**src/rtl/core/rts_pkg.sv**
```systemverilog
// ----------------------------------------------------------------------------
// rts_pkg
// Shared types and constants for the resistance trim search block.
// ----------------------------------------------------------------------------
package rts_pkg;

	localparam int MEAS_W = 24;
	localparam int TOL_W  = 16;
	localparam int CNT_W  = 5;
	localparam int TRIM_W = 16;
	localparam int EXP_W  = 4;
	localparam int DCNT_W = 16;
	localparam int MATCH_W = 4;

	localparam logic CMD_START  = 1'b0;
	localparam logic CMD_SAMPLE = 1'b1;

	localparam logic [1:0] REG_WIDE_MODE = 2'd0;
	localparam logic [1:0] REG_TARGET    = 2'd1;
	localparam logic [1:0] REG_TOLERANCE = 2'd2;
	localparam logic [1:0] REG_SAMPLES   = 2'd3;

	localparam logic [MEAS_W-1:0] TARGET_RST = 24'd500000;
	localparam logic [TOL_W-1:0]  TOL_RST    = 16'd100;
	localparam logic [CNT_W-1:0]  CNT_RST    = 5'd1;

	localparam logic signed [TRIM_W-1:0] RAIL_HI_NARROW = 16'sd127;
	localparam logic signed [TRIM_W-1:0] RAIL_LO_NARROW = -16'sd128;
	localparam logic signed [TRIM_W-1:0] RAIL_HI_WIDE   = 16'sd32767;
	localparam logic signed [TRIM_W-1:0] RAIL_LO_WIDE   = -16'sd32768;

	localparam logic [DCNT_W:0] LIMIT_NARROW = 17'h00080;
	localparam logic [DCNT_W:0] LIMIT_WIDE   = 17'h08000;

	localparam logic [EXP_W-1:0]   EXP_WIDE_INIT = 4'd9;
	localparam logic [MATCH_W-1:0] MATCH_LAST    = 4'd9;

	typedef enum logic [1:0] {
		ST_RUN,
		ST_CONVERGED,
		ST_RAIL,
		ST_LIMIT
	} status_t;

	typedef enum logic [1:0] {
		DIR_NONE,
		DIR_UP,
		DIR_DOWN
	} dir_t;

	typedef struct packed {
		logic              wide_mode;
		logic [MEAS_W-1:0] target;
		logic [TOL_W-1:0]  tol;
		logic [CNT_W-1:0]  sample_count;
	} cfg_t;

	typedef struct packed {
		logic              command;
		logic [MEAS_W-1:0] meas;
	} item_t;

	typedef struct packed {
		logic                     done_res;
		status_t                  status;
		logic signed [TRIM_W-1:0] trim_value;
	} res_t;

endpackage

```
**src/rtl/core/rts_cfg.sv**
```systemverilog
// ----------------------------------------------------------------------------
// rts_cfg
// Configuration register file, written one register per beat.
// ----------------------------------------------------------------------------
module rts_cfg import rts_pkg::*; (
	input  logic        clk,
	input  logic        arst_n,
	input  logic        cfg_valid,
	output logic        cfg_ready,
	input  logic [1:0]  cfg_index,
	input  logic [23:0] cfg_data,
	output cfg_t        cfg
);

	cfg_t cfg_q;

	assign cfg_ready = 1'b1;
	assign cfg       = cfg_q;

	always_ff @(posedge clk or negedge arst_n) begin
		if (!arst_n) begin
			cfg_q.wide_mode    <= 1'b0;
			cfg_q.target       <= TARGET_RST;
			cfg_q.tol          <= TOL_RST;
			cfg_q.sample_count <= CNT_RST;
		end else if (cfg_valid && cfg_ready) begin
			unique case (cfg_index)
				REG_WIDE_MODE: cfg_q.wide_mode    <= cfg_data[0];
				REG_TARGET:    cfg_q.target       <= cfg_data[MEAS_W-1:0];
				REG_TOLERANCE: cfg_q.tol          <= cfg_data[TOL_W-1:0];
				REG_SAMPLES:   cfg_q.sample_count <= cfg_data[CNT_W-1:0];
			endcase
		end
	end

endmodule

```
**src/rtl/core/rts_core.sv**
```systemverilog
// ----------------------------------------------------------------------------
// rts_core
// Search state and the per-beat accumulate / decide / step logic.
// ----------------------------------------------------------------------------
module rts_core import rts_pkg::*; #(
	parameter int MAX_AVERAGE = 16
) (
	input  logic  clk,
	input  logic  arst_n,
	input  logic  fire,
	input  item_t item,
	input  cfg_t  cfg,
	output res_t  res
);

	localparam int CW = $clog2(MAX_AVERAGE + 1);
	localparam int SW = MEAS_W + $clog2(MAX_AVERAGE);
	localparam int PW = MEAS_W + 2 + CW;

	logic signed [TRIM_W-1:0] trim_q, trim_d;
	logic [EXP_W-1:0]         exp_q, exp_d;
	dir_t                     dir_q, dir_d;
	logic [MATCH_W-1:0]       match_q, match_d;
	logic [DCNT_W-1:0]        dcnt_q, dcnt_d;
	logic [SW-1:0]            sum_q, sum_d;
	logic [CW-1:0]            taken_q, taken_d;
	logic                     fin_q, fin_d;
	status_t                  end_q, end_d;

	logic [CW-1:0]            need;
	logic [CW-1:0]            taken_new;
	logic [SW-1:0]            sum_new;
	logic signed [MEAS_W:0]   lo_base;
	logic [MEAS_W:0]          hi_base;
	logic signed [PW-1:0]     lo_prod, hi_prod, s_ext;
	logic                     hit, too_high;
	logic signed [TRIM_W+1:0] step, trim_x, next_x, rail_hi_x, rail_lo_x;
	logic [DCNT_W-1:0]        dcnt_new;
	logic [DCNT_W:0]          limit;

	always_comb begin
		if (cfg.sample_count == '0) begin
			need = CW'(1);
		end else if (32'(cfg.sample_count) > MAX_AVERAGE) begin
			need = CW'(MAX_AVERAGE);
		end else begin
			need = CW'(cfg.sample_count);
		end
	end

	assign taken_new = taken_q + CW'(1);
	assign sum_new   = sum_q + SW'(item.meas);

	assign lo_base = $signed({1'b0, cfg.target}) - $signed({{(MEAS_W-TOL_W+1){1'b0}}, cfg.tol});
	assign hi_base = {1'b0, cfg.target} + (MEAS_W+1)'(cfg.tol);
	assign lo_prod = PW'(lo_base) * $signed(PW'(taken_new));
	assign hi_prod = $signed(PW'(hi_base)) * $signed(PW'(taken_new));
	assign s_ext   = $signed(PW'(sum_new));

	assign hit      = (s_ext >= lo_prod) && (s_ext <= hi_prod);
	assign too_high = s_ext > hi_prod;

	assign step      = (TRIM_W+2)'(1) <<< exp_q;
	assign trim_x    = (TRIM_W+2)'(trim_q);
	assign rail_hi_x = (TRIM_W+2)'(cfg.wide_mode ? RAIL_HI_WIDE : RAIL_HI_NARROW);
	assign rail_lo_x = (TRIM_W+2)'(cfg.wide_mode ? RAIL_LO_WIDE : RAIL_LO_NARROW);
	assign limit     = cfg.wide_mode ? LIMIT_WIDE : LIMIT_NARROW;
	assign dcnt_new  = dcnt_q + DCNT_W'(1);

	always_comb begin
		if (hit) begin
			next_x = trim_x;
		end else if (too_high) begin
			next_x = trim_x - step;
		end else begin
			next_x = trim_x + step;
		end
	end

	always_comb begin
		trim_d  = trim_q;
		exp_d   = exp_q;
		dir_d   = dir_q;
		match_d = match_q;
		dcnt_d  = dcnt_q;
		sum_d   = sum_q;
		taken_d = taken_q;
		fin_d   = fin_q;
		end_d   = end_q;
		if (fire) begin
			if (item.command == CMD_START) begin
				trim_d  = '0;
				exp_d   = cfg.wide_mode ? EXP_WIDE_INIT : '0;
				dir_d   = DIR_NONE;
				match_d = '0;
				dcnt_d  = '0;
				sum_d   = '0;
				taken_d = '0;
				fin_d   = 1'b0;
				end_d   = ST_RUN;
			end else if (!fin_q) begin
				sum_d   = sum_new;
				taken_d = taken_new;
				if (taken_new >= need) begin
					sum_d   = '0;
					taken_d = '0;
					dcnt_d  = dcnt_new;
					if (hit && match_q > MATCH_LAST) begin
						fin_d = 1'b1;
						end_d = ST_CONVERGED;
					end else begin
						if (hit) begin
							match_d = match_q + MATCH_W'(1);
						end else if (too_high) begin
							if (dir_q == DIR_UP && exp_q != '0) begin
								exp_d = exp_q - EXP_W'(1);
							end
							dir_d = DIR_DOWN;
						end else begin
							if (dir_q == DIR_DOWN && exp_q != '0) begin
								exp_d = exp_q - EXP_W'(1);
							end
							dir_d = DIR_UP;
						end
						if (next_x >= rail_hi_x || next_x <= rail_lo_x) begin
							trim_d = rail_hi_x[TRIM_W-1:0];
							fin_d  = 1'b1;
							end_d  = ST_RAIL;
						end else begin
							trim_d = next_x[TRIM_W-1:0];
							if ({1'b0, dcnt_new} >= limit) begin
								fin_d = 1'b1;
								end_d = ST_LIMIT;
							end
						end
					end
				end
			end
		end
	end

	assign res.trim_value = trim_d;
	assign res.status     = fin_d ? end_d : ST_RUN;
	assign res.done_res   = fin_d;

	always_ff @(posedge clk or negedge arst_n) begin
		if (!arst_n) begin
			trim_q  <= '0;
			exp_q   <= '0;
			dir_q   <= DIR_NONE;
			match_q <= '0;
			dcnt_q  <= '0;
			sum_q   <= '0;
			taken_q <= '0;
			fin_q   <= 1'b0;
			end_q   <= ST_RUN;
		end else begin
			trim_q  <= trim_d;
			exp_q   <= exp_d;
			dir_q   <= dir_d;
			match_q <= match_d;
			dcnt_q  <= dcnt_d;
			sum_q   <= sum_d;
			taken_q <= taken_d;
			fin_q   <= fin_d;
			end_q   <= end_d;
		end
	end

endmodule

```
**src/rtl/core/resistance_trim_search_top.sv**
```systemverilog
// ----------------------------------------------------------------------------
// resistance_trim_search_top
// Trim search against a resistance window, one beat in and one beat out.
// ----------------------------------------------------------------------------
// Takes one beat per clock and returns exactly one result beat per input beat,
// through an input register and a result register. A start beat clears the search; sample beats are
// summed in runs of sample_count and the last beat of a run carries the
// decision: window compare against (target +/- tolerance) * count, trim step of
// 2^exp and end checks, all in the combinational logic between the input register
// and the result register. Throughput is one beat per cycle as long as the
// result side takes beats. The user must write configuration only while no beat
// is in flight; the block does not check. Writes affect the next accepted beat.
// ----------------------------------------------------------------------------
module resistance_trim_search_top import rts_pkg::*; #(
	parameter int MAX_AVERAGE = 16
) (
	input  logic        clk,
	input  logic        arst_n,
	input  logic        s_tvalid,
	output logic        s_tready,
	input  logic [23:0] s_tdata,  // [23:0] measured_resistance
	input  logic        s_tuser,  // [0] command
	output logic        m_tvalid,
	input  logic        m_tready,
	output logic [23:0] m_tdata,  // [15:0] trim_value, [17:16] status, [18] done_res
	input  logic        cfg_valid,
	output logic        cfg_ready,
	input  logic [1:0]  cfg_index,
	input  logic [23:0] cfg_data
);

	cfg_t  cfg;
	item_t item_s1;
	logic  valid_s1;
	logic  adv;
	res_t  res;
	res_t  res_q;
	logic  out_valid_q;

	rts_cfg u_cfg (
		.clk       (clk),
		.arst_n    (arst_n),
		.cfg_valid (cfg_valid),
		.cfg_ready (cfg_ready),
		.cfg_index (cfg_index),
		.cfg_data  (cfg_data),
		.cfg       (cfg)
	);

	rts_core #(
		.MAX_AVERAGE (MAX_AVERAGE)
	) u_core (
		.clk    (clk),
		.arst_n (arst_n),
		.fire   (adv),
		.item   (item_s1),
		.cfg    (cfg),
		.res    (res)
	);

	assign adv      = valid_s1 && (!out_valid_q || m_tready);
	assign s_tready = !valid_s1 || adv;
	assign m_tvalid = out_valid_q;
	assign m_tdata  = {5'b0, res_q};

	always_ff @(posedge clk or negedge arst_n) begin
		if (!arst_n) begin
			valid_s1    <= 1'b0;
			out_valid_q <= 1'b0;
		end else begin
			if (s_tready) begin
				valid_s1 <= s_tvalid;
			end
			if (adv) begin
				out_valid_q <= 1'b1;
			end else if (m_tready) begin
				out_valid_q <= 1'b0;
			end
		end
	end

	always_ff @(posedge clk) begin
		if (s_tvalid && s_tready) begin
			item_s1.command <= s_tuser;
			item_s1.meas    <= s_tdata;
		end
		if (adv) begin
			res_q <= res;
		end
	end

endmodule

```
**config.mk**
```make
export PLATFORM = sky130hd
export DESIGN_NAME = resistance_trim_search_top
export DESIGN_NICKNAME = d
export VERILOG_FILES = /design/src/rtl/core/rts_pkg.sv /design/src/rtl/core/rts_cfg.sv /design/src/rtl/core/rts_core.sv /design/src/rtl/core/resistance_trim_search_top.sv
export SDC_FILE = /design/constraint.sdc
export NUM_CORES = 1
export LEC_CHECK = 0
export BUFFER_PORTS_ARGS = -buffer_cell sky130_fd_sc_hd__buf_4
export CORE_ASPECT_RATIO = 1.4
export CORE_UTILIZATION = 52
export CTS_BUF_LIST = sky130_fd_sc_hd__clkbuf_2
export DETAILED_ROUTE_END_ITERATION = 16
export PLACE_DENSITY = 0.79
export SETUP_SLACK_MARGIN = 0.15
export SLEW_MARGIN = 20
export SYNTH_ARGS = -nofsm -noshare
export SYNTH_HDL_FRONTEND = slang
export SYNTH_SLANG_ARGS = --single-unit
```
**constraint.sdc**
```tcl
create_clock -name clk -period 18.05 [get_ports clk]
set_input_delay 1.805 -clock clk [delete_from_list [all_inputs] [get_ports clk]]
set_output_delay 1.805 -clock clk [all_outputs]
set_load 0.01 [all_outputs]
```
=== After elaboration in Yosys (flattened, before gate mapping) ===
Cells that the tools add are included.

* Bits in registers: 170
* Output and inout bits: 27
* Logic and storage cells: 135

* Add/sub/neg operators: 9
* $mul: 2
* Order comparisons: 9
* Equality and inequality tests: 12
* Shift-type cells: 1
* Muxes and demuxes: 58
* Reduce and logical (&&, ||, !) cells: 24

{| class="wikitable"
|+ Operator list
! operator !! number
|-
| 16-bit two-way mux || 10
|-
| 28-bit two-way mux || 3
|-
| 4-bit two-way mux || 14
|-
| 18-bit two-way mux || 2
|-
| 29-bit by 31-bit greater-or-equal comparator with 1-bit output || 1
|-
| 29-bit by 31-bit > comparator with 1-bit output || 1
|-
| 29-bit by 31-bit less-or-equal comparator with 1-bit output || 1
|-
| 25-bit by 6-bit multiplier with 31-bit output || 1
|-
| 25-bit by 5-bit multiplier with 30-bit output || 1
|-
| 15-bit two-way mux || 2
|-
| 28-bit by 24-bit adder with 28-bit output || 1
|-
| 2-bit two-way mux || 13
|-
| 24-bit by 16-bit adder with 25-bit output || 1
|-
| 5-bit two-way mux || 5
|-
| 24-bit by 16-bit subtractor with 25-bit output || 1
|-
| 16-bit by 18-bit adder with 18-bit output || 1
|-
| 18-bit greater-or-equal comparator || 1
|-
| 18-bit less-or-equal comparator || 1
|-
| 2-bit by 4-bit <<< shifter with 18-bit output (first input constant) || 1
|-
| 16-bit by 18-bit subtractor with 18-bit output || 1
|-
| 16-bit by 17-bit greater-or-equal comparator with 1-bit output || 1
|-
| 16-bit by 1-bit adder with 16-bit output (second input constant) || 1
|-
| 2-bit AND reduction || 5
|-
| 5-bit AND reduction || 2
|-
| 22 further kinds || 44
|}

=== Depth between registers and ports, before layout ===
Gate-level depths: netlist (run 1).

* Depth in word-level cells: 13
* Depth in mapped cells: 67
* Depth with buffers taken out: 66

=== Cells and area by module ===
From an unflattened synthesis (run 1), not the netlist that was laid out.

* Cells, all modules: 2382
* Area, all modules: 21166.6 µm²

{| class="wikitable"
|+ Modules (own cells, without submodules)
! module !! times used !! cells each !! area each (µm²)
|-
| rts_core || 1 || 2223 || 17807.1
|-
| rts_cfg || 1 || 101 || 1893.1
|-
| resistance_trim_search_top || 1 || 58 || 1466.4
|}

=== Worst setup path after synthesis (run 1) ===
No wires, ideal clock.

* Path kind: register to register
* Start: register u_cfg.cfg_q (netlist bit u_cfg.cfg[7])
* End: register res_q (netlist bit m_tdata[14]), data pin
* Library setup time: 0.264 ns
* Arrival: 12.618 ns
* Required time: 17.786 ns
* Path slack: 5.168 ns
* Cell stages (with the launch flop): 64
* Path buffers: 3
* Clock period less this slack: 12.882 ns
* Cells stage by stage: dfstp_2 inv_1 ha_1 clkbuf_1 o21bai_1 a21oi_1 o21ai_0 a21oi_1 o21ai_0 a21oi_1 o22ai_1 o21ai_0 xnor2_1 nor2_1 fa_1 fa_1 inv_1 fa_1 [... 28 more ...] a31o_2 nand2_1 nand2b_1 a21oi_1 xnor2_1 mux2_2 ha_1 or4_1 nor2_1 nand4_1 nor3_1 and3_1 nor4_1 mux2_2 mux2_4 buf_6 and3_1 a211o_1

{| class="wikitable"
|+ RTL lines
! element !! RTL line !! source
|-
| start: declaration || rts_cfg.sv:15 || <nowiki>cfg_t cfg_q;</nowiki>
|-
| end signal: assignment || resistance_trim_search_top.sv:88 || <nowiki>res_q <= res;</nowiki>
|-
| end: declaration || resistance_trim_search_top.sv:37 || <nowiki>res_t res_q;</nowiki>
|}

==> results of run 1 <==
## cells in the mapped netlist, types with 5 or more instances
master and count:
a211o_1 12, a211oi_1 20, a21o_1 50, a21oi_1 153, a22o_1 27, a31oi_1 10, and2_1 17, and3_1 21
and4_1 5, buf_1 6, buf_4 6, clkbuf_1 57, dfrtp_1 115, dfstp_2 11, edfxtp_1 44, fa_1 149
ha_1 260, inv_1 202, mux2_2 53, mux2i_1 5, nand2_1 158, nand2b_1 63, nand3_1 51, nand3b_1 7
nand4_1 20, nor2_1 253, nor2b_1 20, nor3_1 35, nor4_1 17, o2111ai_1 5, o211ai_1 10, o21a_1 24
o21ai_0 124, o21ai_1 7, o21bai_1 24, o22ai_1 8, o31ai_1 14, o41ai_1 5, or2_2 32, or3_1 18
xnor2_1 87, xor2_1 55
## metal layers
metal	global-route usage (%)	vias up	routed length (um)
met3	3.16	165	1770
met4	17.9	0	3660
met5	0	-	0
met1	29.1	8540	19500
met2	49.4	486	28400
li1	-	8212	-
## kinds of logic (layout without fill, tap and decap cells)
kind of cell / count (synthesis) / in the layout / share of synthesized area (%)
DFF: 170 / 170 / 21.6
AOI/OAI and AO/OA: 549 / 549 / 17.3
muxes: 60 / 60 / 3.23
and+or+nand+nor: 732 / 732 / 16.8
buffers and inverters: 277 / 323 / 5.16
other: 2 / 7 / 0.0361
adders and majority gates: 409 / 409 / 30.0
xor gates and xnor gates: 142 / 142 / 5.98
## final timing paths
check | from | end | depth (start not counted)
max | u_cfg.cfg[7]$_DFFE_PN1P_ | m_tdata[12]$_DFFE_PP_ | 59
min | valid_s1$_DFFE_PN0N_ | m_tvalid$_DFFE_PN0P_ | 1
max reg2reg | u_cfg.cfg[7]$_DFFE_PN1P_ | m_tdata[12]$_DFFE_PP_ | 59
min reg2reg | valid_s1$_DFFE_PN0N_ | m_tvalid$_DFFE_PN0P_ | 1
max in group asynchronous | arst_n | u_cfg.cfg[35]$_DFFE_PN0P_ | 2
min in group asynchronous | arst_n | u_core.trim_q[14]$_DFF_PN0_ | 1
## state kept, by name (all words and copies together), names as in the netlist, 4 cells and up
signal / cells
item_s1: 25
m_tdata: 19
u_cfg.cfg: 46
u_core.dcnt_q: 16
u_core.exp_q: 4
u_core.match_q: 4
u_core.sum_q: 28
u_core.taken_q: 5
u_core.trim_q: 16
## stage by stage
step | utilization (%) | area, um^2
after floorplan | - | 20800
after global placement | 55.5 | 21900
after detailed placement | 55.5 | 21900
after CTS | 56.2 | 22100
after global routing | 56.2 | 22100
final | 56.2 | 22100
## critical path, delay by kind of cell (launching register included)
kind | cells | cell delay [ns]
multiplexers | 3 | 0.98
buffers and inverters | 2 | 0.11
adder cells (fa/ha/maj) | 8 | 3.30
AND/OR/NAND/NOR | 18 | 3.06
AO/OA/AOI/OAI | 25 | 5.69
XOR/XNOR | 3 | 0.56
flip-flops | 1 | 0.62
## final cells by class
type | instances | area [um^2]
diodes | 1 | 2.50
clock buffers | 18 | 90.1
inverters | 203 | 762
fillers | 3597 | 17300
repair buffers | 88 | 668
clock inverters | 14 | 156
well taps | 528 | 661
flip-flops and latches | 170 | 4490
multi-input cells | 1898 | 15300
## cells in the final DEF, fill, tap and decap left out, types with 24 or more instances in the layout
cell type  Yosys  final
ha_1         260    260
nor2_1       253    253
inv_1        202    202
nand2_1      158    158
a21oi_1      153    153
fa_1         149    149
o21ai_0      124    124
dfrtp_1      115    115
xnor2_1       87     86
buf_4          6     86
nand2b_1      63     63
xor2_1        55     53
mux2_2        53     53
nand3_1       51     51
a21o_1        50     50
edfxtp_1      44     44
nor3_1        35     33
or2_2         32     32
a22o_1        27     27
o21bai_1      24     24
o21a_1        24     24
==> run_summary.xml, run 1 <==
<?xml version="1.0" encoding="UTF-8"?>
<metrics>
  <group name="outcome">
    <metric name="run_status" unit="">completed</metric>
  </group>
  <group name="routing">
    <metric name="drt_iter0_markers" unit="">1010</metric>
    <metric name="detail-route-antenna-nets" unit="">0</metric>
    <metric name="vias_per_cell" unit="">5.96</metric>
    <metric name="firstDrtPassIters" unit="">5</metric>
    <metric name="wl_per_cell" unit="um">18.2</metric>
    <metric name="detailroute.via_count" unit="">17400</metric>
    <metric name="post-route-drc-count" unit="">0</metric>
    <metric name="finalWirelength" unit="mm">53.3</metric>
  </group>
  <group name="placed_design">
    <metric name="place_ws" unit="ns">3.89</metric>
    <metric name="place.detailed.instances" unit="">2887</metric>
    <metric name="globalplace.congestion" unit="">0.933</metric>
    <metric name="io_buffers" unit="">76</metric>
    <metric name="hpwlAfterDp" unit="mm">42.4</metric>
  </group>
  <group name="clock_tree">
    <metric name="ctsHtreeMaxLevel" unit="">4</metric>
    <metric name="cts_buffer_depth" unit="">2</metric>
    <metric name="cts-hold-fix-buffers" unit="">0</metric>
    <metric name="clkSlewWorstSetupHoldPaths" unit="ns">0.33</metric>
    <metric name="cts_post_setup_buffers_inserted" unit="">0</metric>
    <metric name="cts.sinks" unit="">170</metric>
    <metric name="tritoncts" unit="">done</metric>
    <metric name="cts-root-buf" unit="">clkbuf_2</metric>
    <metric name="post_cts.resized_instances" unit="">0</metric>
    <metric name="clk-insertion-delay-late" unit="ns">0.99</metric>
    <metric name="tritoncts.num_buffers" unit="">17</metric>
  </group>
  <group name="floorplan">
    <metric name="top_level_ports" unit="">83</metric>
    <metric name="initial_utilization" unit="%">52.8</metric>
    <metric name="core-area" unit="um^2">39400</metric>
    <metric name="fp.dieH" unit="um">239</metric>
    <metric name="die_w" unit="um">171</metric>
    <metric name="rows" unit="">86</metric>
    <metric name="die_area" unit="um^2">40800</metric>
  </group>
  <group name="cells_and_area">
    <metric name="finish.net_count" unit="">2843</metric>
    <metric name="syn2layout_area_growth" unit="%">6.31</metric>
    <metric name="finish.cell_count_without_fillers" unit="">2920</metric>
    <metric name="drive_above_1_share" unit="%">10.0</metric>
  </group>
  <group name="timing">
    <metric name="finalHoldWorstSlack" unit="ns">0.538</metric>
    <metric name="min_period_over_period" unit="%">80.1</metric>
    <metric name="maxSlewHeadroom" unit="%">34.2</metric>
    <metric name="setup_tns" unit="ns">0</metric>
    <metric name="max_freq" unit="GHz">0.0692</metric>
    <metric name="timing_max_transition_violations_final" unit="">0</metric>
    <metric name="fin_skew" unit="ns">0.0949</metric>
    <metric name="setup_repair_after_global_routing_missed_its_margin" unit="">no</metric>
    <metric name="fin_ws" unit="ns">3.60</metric>
    <metric name="setup_viol" unit="">0</metric>
    <metric name="final.min_clock_period" unit="ns">14.45</metric>
    <metric name="finalHoldViolations" unit="">0</metric>
    <metric name="worst_slew_pin_slew" unit="ns">0.985</metric>
  </group>
  <group name="worst_setup_path">
    <metric name="ff2ff_setup_slack" unit="ns">3.60</metric>
    <metric name="crit_path_end_kind" unit="">flip-flop</metric>
    <metric name="worstPathMaxFanout" unit="">21</metric>
    <metric name="critPathRequiredTime" unit="ns">18.84</metric>
    <metric name="type_of_the_worst_setup_path" unit="">flip-flop to flip-flop</metric>
    <metric name="timing.critical_path.slowest_cell_delay" unit="ns">0.62</metric>
    <metric name="setup.worst_path.start_class" unit="">flip-flop</metric>
    <metric name="worstPathArrival" unit="ns">15.24</metric>
    <metric name="cpMaxStageDelayCell" unit="">dfstp_2</metric>
    <metric name="critical_path.most_common_cell" unit="">o21ai_0</metric>
  </group>
  <group name="logic_synthesis">
    <metric name="post_synth_inst_count" unit="">2341</metric>
    <metric name="yosysSeqAreaShare" unit="%">21.6</metric>
    <metric name="ys.flop_type" unit="">dfrtp_1</metric>
    <metric name="post-synth-top-area-fraction" unit="%">15.6</metric>
    <metric name="yosys-top-cells-area" unit="">ha_1 16%, fa_1 14%, dfrtp_1 14%, edfxtp_1 6.3%, nor2_1 4.6%</metric>
    <metric name="synth-warning-count" unit="">0</metric>
    <metric name="number_of_synthesized_flops_with_an_enable_pin" unit="">44</metric>
    <metric name="ys_types" unit="">88</metric>
    <metric name="netlist_area" unit="um^2">20800</metric>
    <metric name="synth_async_sr_flop_share" unit="%">74.1</metric>
    <metric name="synth_largest_area_cell" unit="">ha_1</metric>
    <metric name="synth-seq-cells" unit="">170</metric>
    <metric name="synth.avg_cell_area" unit="um^2">8.89</metric>
  </group>
  <group name="global_routing">
    <metric name="grt_use_total" unit="%">27.1</metric>
    <metric name="antenna_found_initial" unit="">1</metric>
    <metric name="first_global_vias" unit="">17700</metric>
    <metric name="grt_pass1_wl" unit="mm">86.8</metric>
    <metric name="grt_overflow" unit="">0</metric>
    <metric name="grt_max_degree" unit="">76</metric>
  </group>
  <group name="min_path">
    <metric name="hold_path_class" unit="">flip-flop to flip-flop</metric>
  </group>
  <group name="flow_run">
    <metric name="cap_violations" unit="">0</metric>
  </group>
</metrics>
Power of run 1 is not shown: default switching activity piles up to over one toggle a cycle in this logic, so the estimate is an artifact.
==> run 2, diff against run 1 <==
PLACE_DENSITY = 0.82   (was 0.79)
clock period = 12.4 ns   (was 18.05 ns; I/O delays follow)
==> run_summary.xml, run 2 (synthesis results as in run 1) <==
<?xml version="1.0" encoding="UTF-8"?>
<metrics>
  <group name="timing">
    <metric name="final.min_clock_period" unit="ns">12.65</metric>
    <metric name="setup_tns" unit="ns">-3.82</metric>
    <metric name="setup_repair_after_global_routing_missed_its_margin" unit="">yes</metric>
    <metric name="maxSlewHeadroom" unit="%">24.6</metric>
    <metric name="setup_viol" unit="">32</metric>
    <metric name="finalHoldViolations" unit="">0</metric>
    <metric name="worst_slew_pin_slew" unit="ns">1.12</metric>
    <metric name="fin_ws" unit="ns">-0.248</metric>
    <metric name="max_freq" unit="GHz">0.0791</metric>
    <metric name="timing_max_transition_violations_final" unit="">0</metric>
    <metric name="fin_skew" unit="ns">0.0919</metric>
    <metric name="min_period_over_period" unit="%">102</metric>
  </group>
  <group name="floorplan">
    <metric name="top_level_ports" unit="">83</metric>
    <metric name="die_w" unit="um">171</metric>
    <metric name="fp.dieH" unit="um">239</metric>
    <metric name="core-area" unit="um^2">39400</metric>
    <metric name="rows" unit="">86</metric>
    <metric name="die_area" unit="um^2">40800</metric>
    <metric name="initial_utilization" unit="%">52.8</metric>
  </group>
  <group name="outcome">
    <metric name="violations" unit="">negative setup slack</metric>
    <metric name="run_status" unit="">complete, but fails checks</metric>
  </group>
  <group name="routing">
    <metric name="detail-route-antenna-nets" unit="">0</metric>
    <metric name="vias_per_cell" unit="">5.93</metric>
    <metric name="firstDrtPassIters" unit="">9</metric>
    <metric name="finalWirelength" unit="mm">56.1</metric>
    <metric name="detailroute.via_count" unit="">18300</metric>
    <metric name="post-route-drc-count" unit="">0</metric>
    <metric name="wl_per_cell" unit="um">18.2</metric>
    <metric name="drt_iter0_markers" unit="">1067</metric>
  </group>
  <group name="clock_tree">
    <metric name="cts_buffer_depth" unit="">2</metric>
    <metric name="clk-insertion-delay-late" unit="ns">0.95</metric>
    <metric name="tritoncts" unit="">done</metric>
    <metric name="cts.sinks" unit="">170</metric>
    <metric name="cts-root-buf" unit="">clkbuf_2</metric>
    <metric name="tritoncts.num_buffers" unit="">17</metric>
    <metric name="cts-hold-fix-buffers" unit="">0</metric>
    <metric name="clkSlewWorstSetupHoldPaths" unit="ns">0.35</metric>
    <metric name="ctsHtreeMaxLevel" unit="">4</metric>
  </group>
  <group name="cells_and_area">
    <metric name="finish.net_count" unit="">3011</metric>
    <metric name="finish.cell_count_without_fillers" unit="">3088</metric>
    <metric name="syn2layout_area_growth" unit="%">16.0</metric>
    <metric name="final_design_area_no_fill" unit="um^2">24200</metric>
    <metric name="flip_flop_count_of_the_largest_register_after_layout" unit="">46</metric>
    <metric name="drive_above_1_share" unit="%">20.7</metric>
    <metric name="highest_count_cells_in_the_layout_ignoring_fill_and_taps" unit="">248 x buf_4, 245 x ha_1, 240 x nor2_1, 197 x inv_1, 155 x nand2_1</metric>
    <metric name="layout.cells.most_common" unit="">buf_4</metric>
  </group>
  <group name="worst_setup_path">
    <metric name="ff2ff_setup_slack" unit="ns">-0.25</metric>
    <metric name="critPathRequiredTime" unit="ns">13.06</metric>
    <metric name="type_of_the_worst_setup_path" unit="">flip-flop to flip-flop</metric>
    <metric name="r2r_start" unit="">u_cfg.cfg[21]$_DFFE_PN0P_</metric>
    <metric name="worstPathArrival" unit="ns">13.31</metric>
    <metric name="critical_path.most_common_cell" unit="">a21oi_2</metric>
    <metric name="setup.worst_path.start_class" unit="">flip-flop</metric>
    <metric name="capture_instance_of_the_worst_register_to_register_path" unit="">m_tdata[12]$_DFFE_PP_</metric>
    <metric name="rr_worst_depth" unit="">62</metric>
    <metric name="cpMaxStageDelayCell" unit="">fa_1</metric>
    <metric name="timing.critical_path.slowest_cell_delay" unit="ns">0.60</metric>
    <metric name="crit_path_end_kind" unit="">flip-flop</metric>
    <metric name="worstPathMaxFanout" unit="">7</metric>
  </group>
  <group name="global_routing">
    <metric name="first_global_vias" unit="">19000</metric>
    <metric name="grt_max_degree" unit="">66</metric>
    <metric name="grt_use_total" unit="%">28.1</metric>
    <metric name="grt_pass1_wl" unit="mm">90.7</metric>
    <metric name="grt_overflow" unit="">0</metric>
    <metric name="antenna_found_initial" unit="">1</metric>
  </group>
  <group name="flow_run">
    <metric name="cap_violations" unit="">0</metric>
  </group>
  <group name="min_path">
    <metric name="hold_path_class" unit="">primary input to asynchronous set/reset pin</metric>
  </group>
  <group name="placed_design">
    <metric name="globalplace.congestion" unit="">0.946</metric>
    <metric name="io_buffers" unit="">76</metric>
    <metric name="placed_area" unit="um^2">22900</metric>
    <metric name="hpwlAfterDp" unit="mm">43.5</metric>
    <metric name="place.detailed.instances" unit="">3023</metric>
  </group>
</metrics>
-- run 2: changes by cell type in the layout (fill, tap and decap cells not counted), sizes merged --
cell | previous run | this run
inv | 209 | 211
buf | 88 | 255
clkinvlp | 2 | 0
mux2 | 55 | 56
-- run 2: worst max-delay path by stage --
stage | startpoint | endpoint | cells past startpoint
floorplan | u_cfg.cfg[7]$_DFFE_PN1P_ | m_tdata[14]$_DFFE_PP_ | 63
global placement | u_cfg.cfg[7]$_DFFE_PN1P_ | m_tdata[14]$_DFFE_PP_ | 60
detailed placement | u_cfg.cfg[7]$_DFFE_PN1P_ | m_tdata[14]$_DFFE_PP_ | 64
CTS | u_cfg.cfg[7]$_DFFE_PN1P_ | m_tdata[14]$_DFFE_PP_ | 62
global route | u_cfg.cfg[21]$_DFFE_PN0P_ | m_tdata[10]$_DFFE_PP_ | 63
finish | u_cfg.cfg[21]$_DFFE_PN0P_ | m_tdata[12]$_DFFE_PP_ | 62
-- run 2: area by class of cell --
cell class | count | area [um^2]
multi-input combinational | 1899 | 16100
inverter | 203 | 762
antenna | 1 | 2.50
clock buffer | 18 | 90.1
sequential | 170 | 4490
clock inverter | 14 | 129
fill | 3244 | 15200
timing repair buffer | 255 | 1950
tap | 528 | 661
-- run 2: timing repair --
item / 4_1_cts / 5_1_grt
pin swaps: 62 / 51
setup buffers: 17 / 14
resized for setup: 90 / 70
gates cloned: 1 / 0
endpoints found under the setup margin: 38 / 38
-- run 2: through the flow --
step / utilization [%] / setup slack, ns / hold slack (ns)
floorplan: - / 0.157 / 0.454
global placement: 58.2 / -0.245 / 0.465
detailed placement: 58.3 / -0.620 / 0.483
CTS: 60.2 / 0.103 / 0.323
global route: 61.3 / -0.662 / 0.377
finish: 61.3 / -0.248 / 0.370
-- run 2: critical path, delay by kind of cell (launching register included) --
family                   cells  cell delay [ns]
AND/OR/NAND/NOR             19             2.66
AO/OA/AOI/OAI               24             3.90
adder cells (fa/ha/maj)      9             3.37
multiplexers                 3             0.94
buffers and inverters        4             0.53
XOR/XNOR                     3             0.50
flip-flops                   1             0.44
-- run 2: layer usage --
layer / wire length (um) / GRT usage [%]
met5: 0 / 0
met4: 4610 / 22.9
met3: 2030 / 3.89
met2: 29300 / 50.2
met1: 20100 / 29.0
Power of run 2 is left out for the same reason.
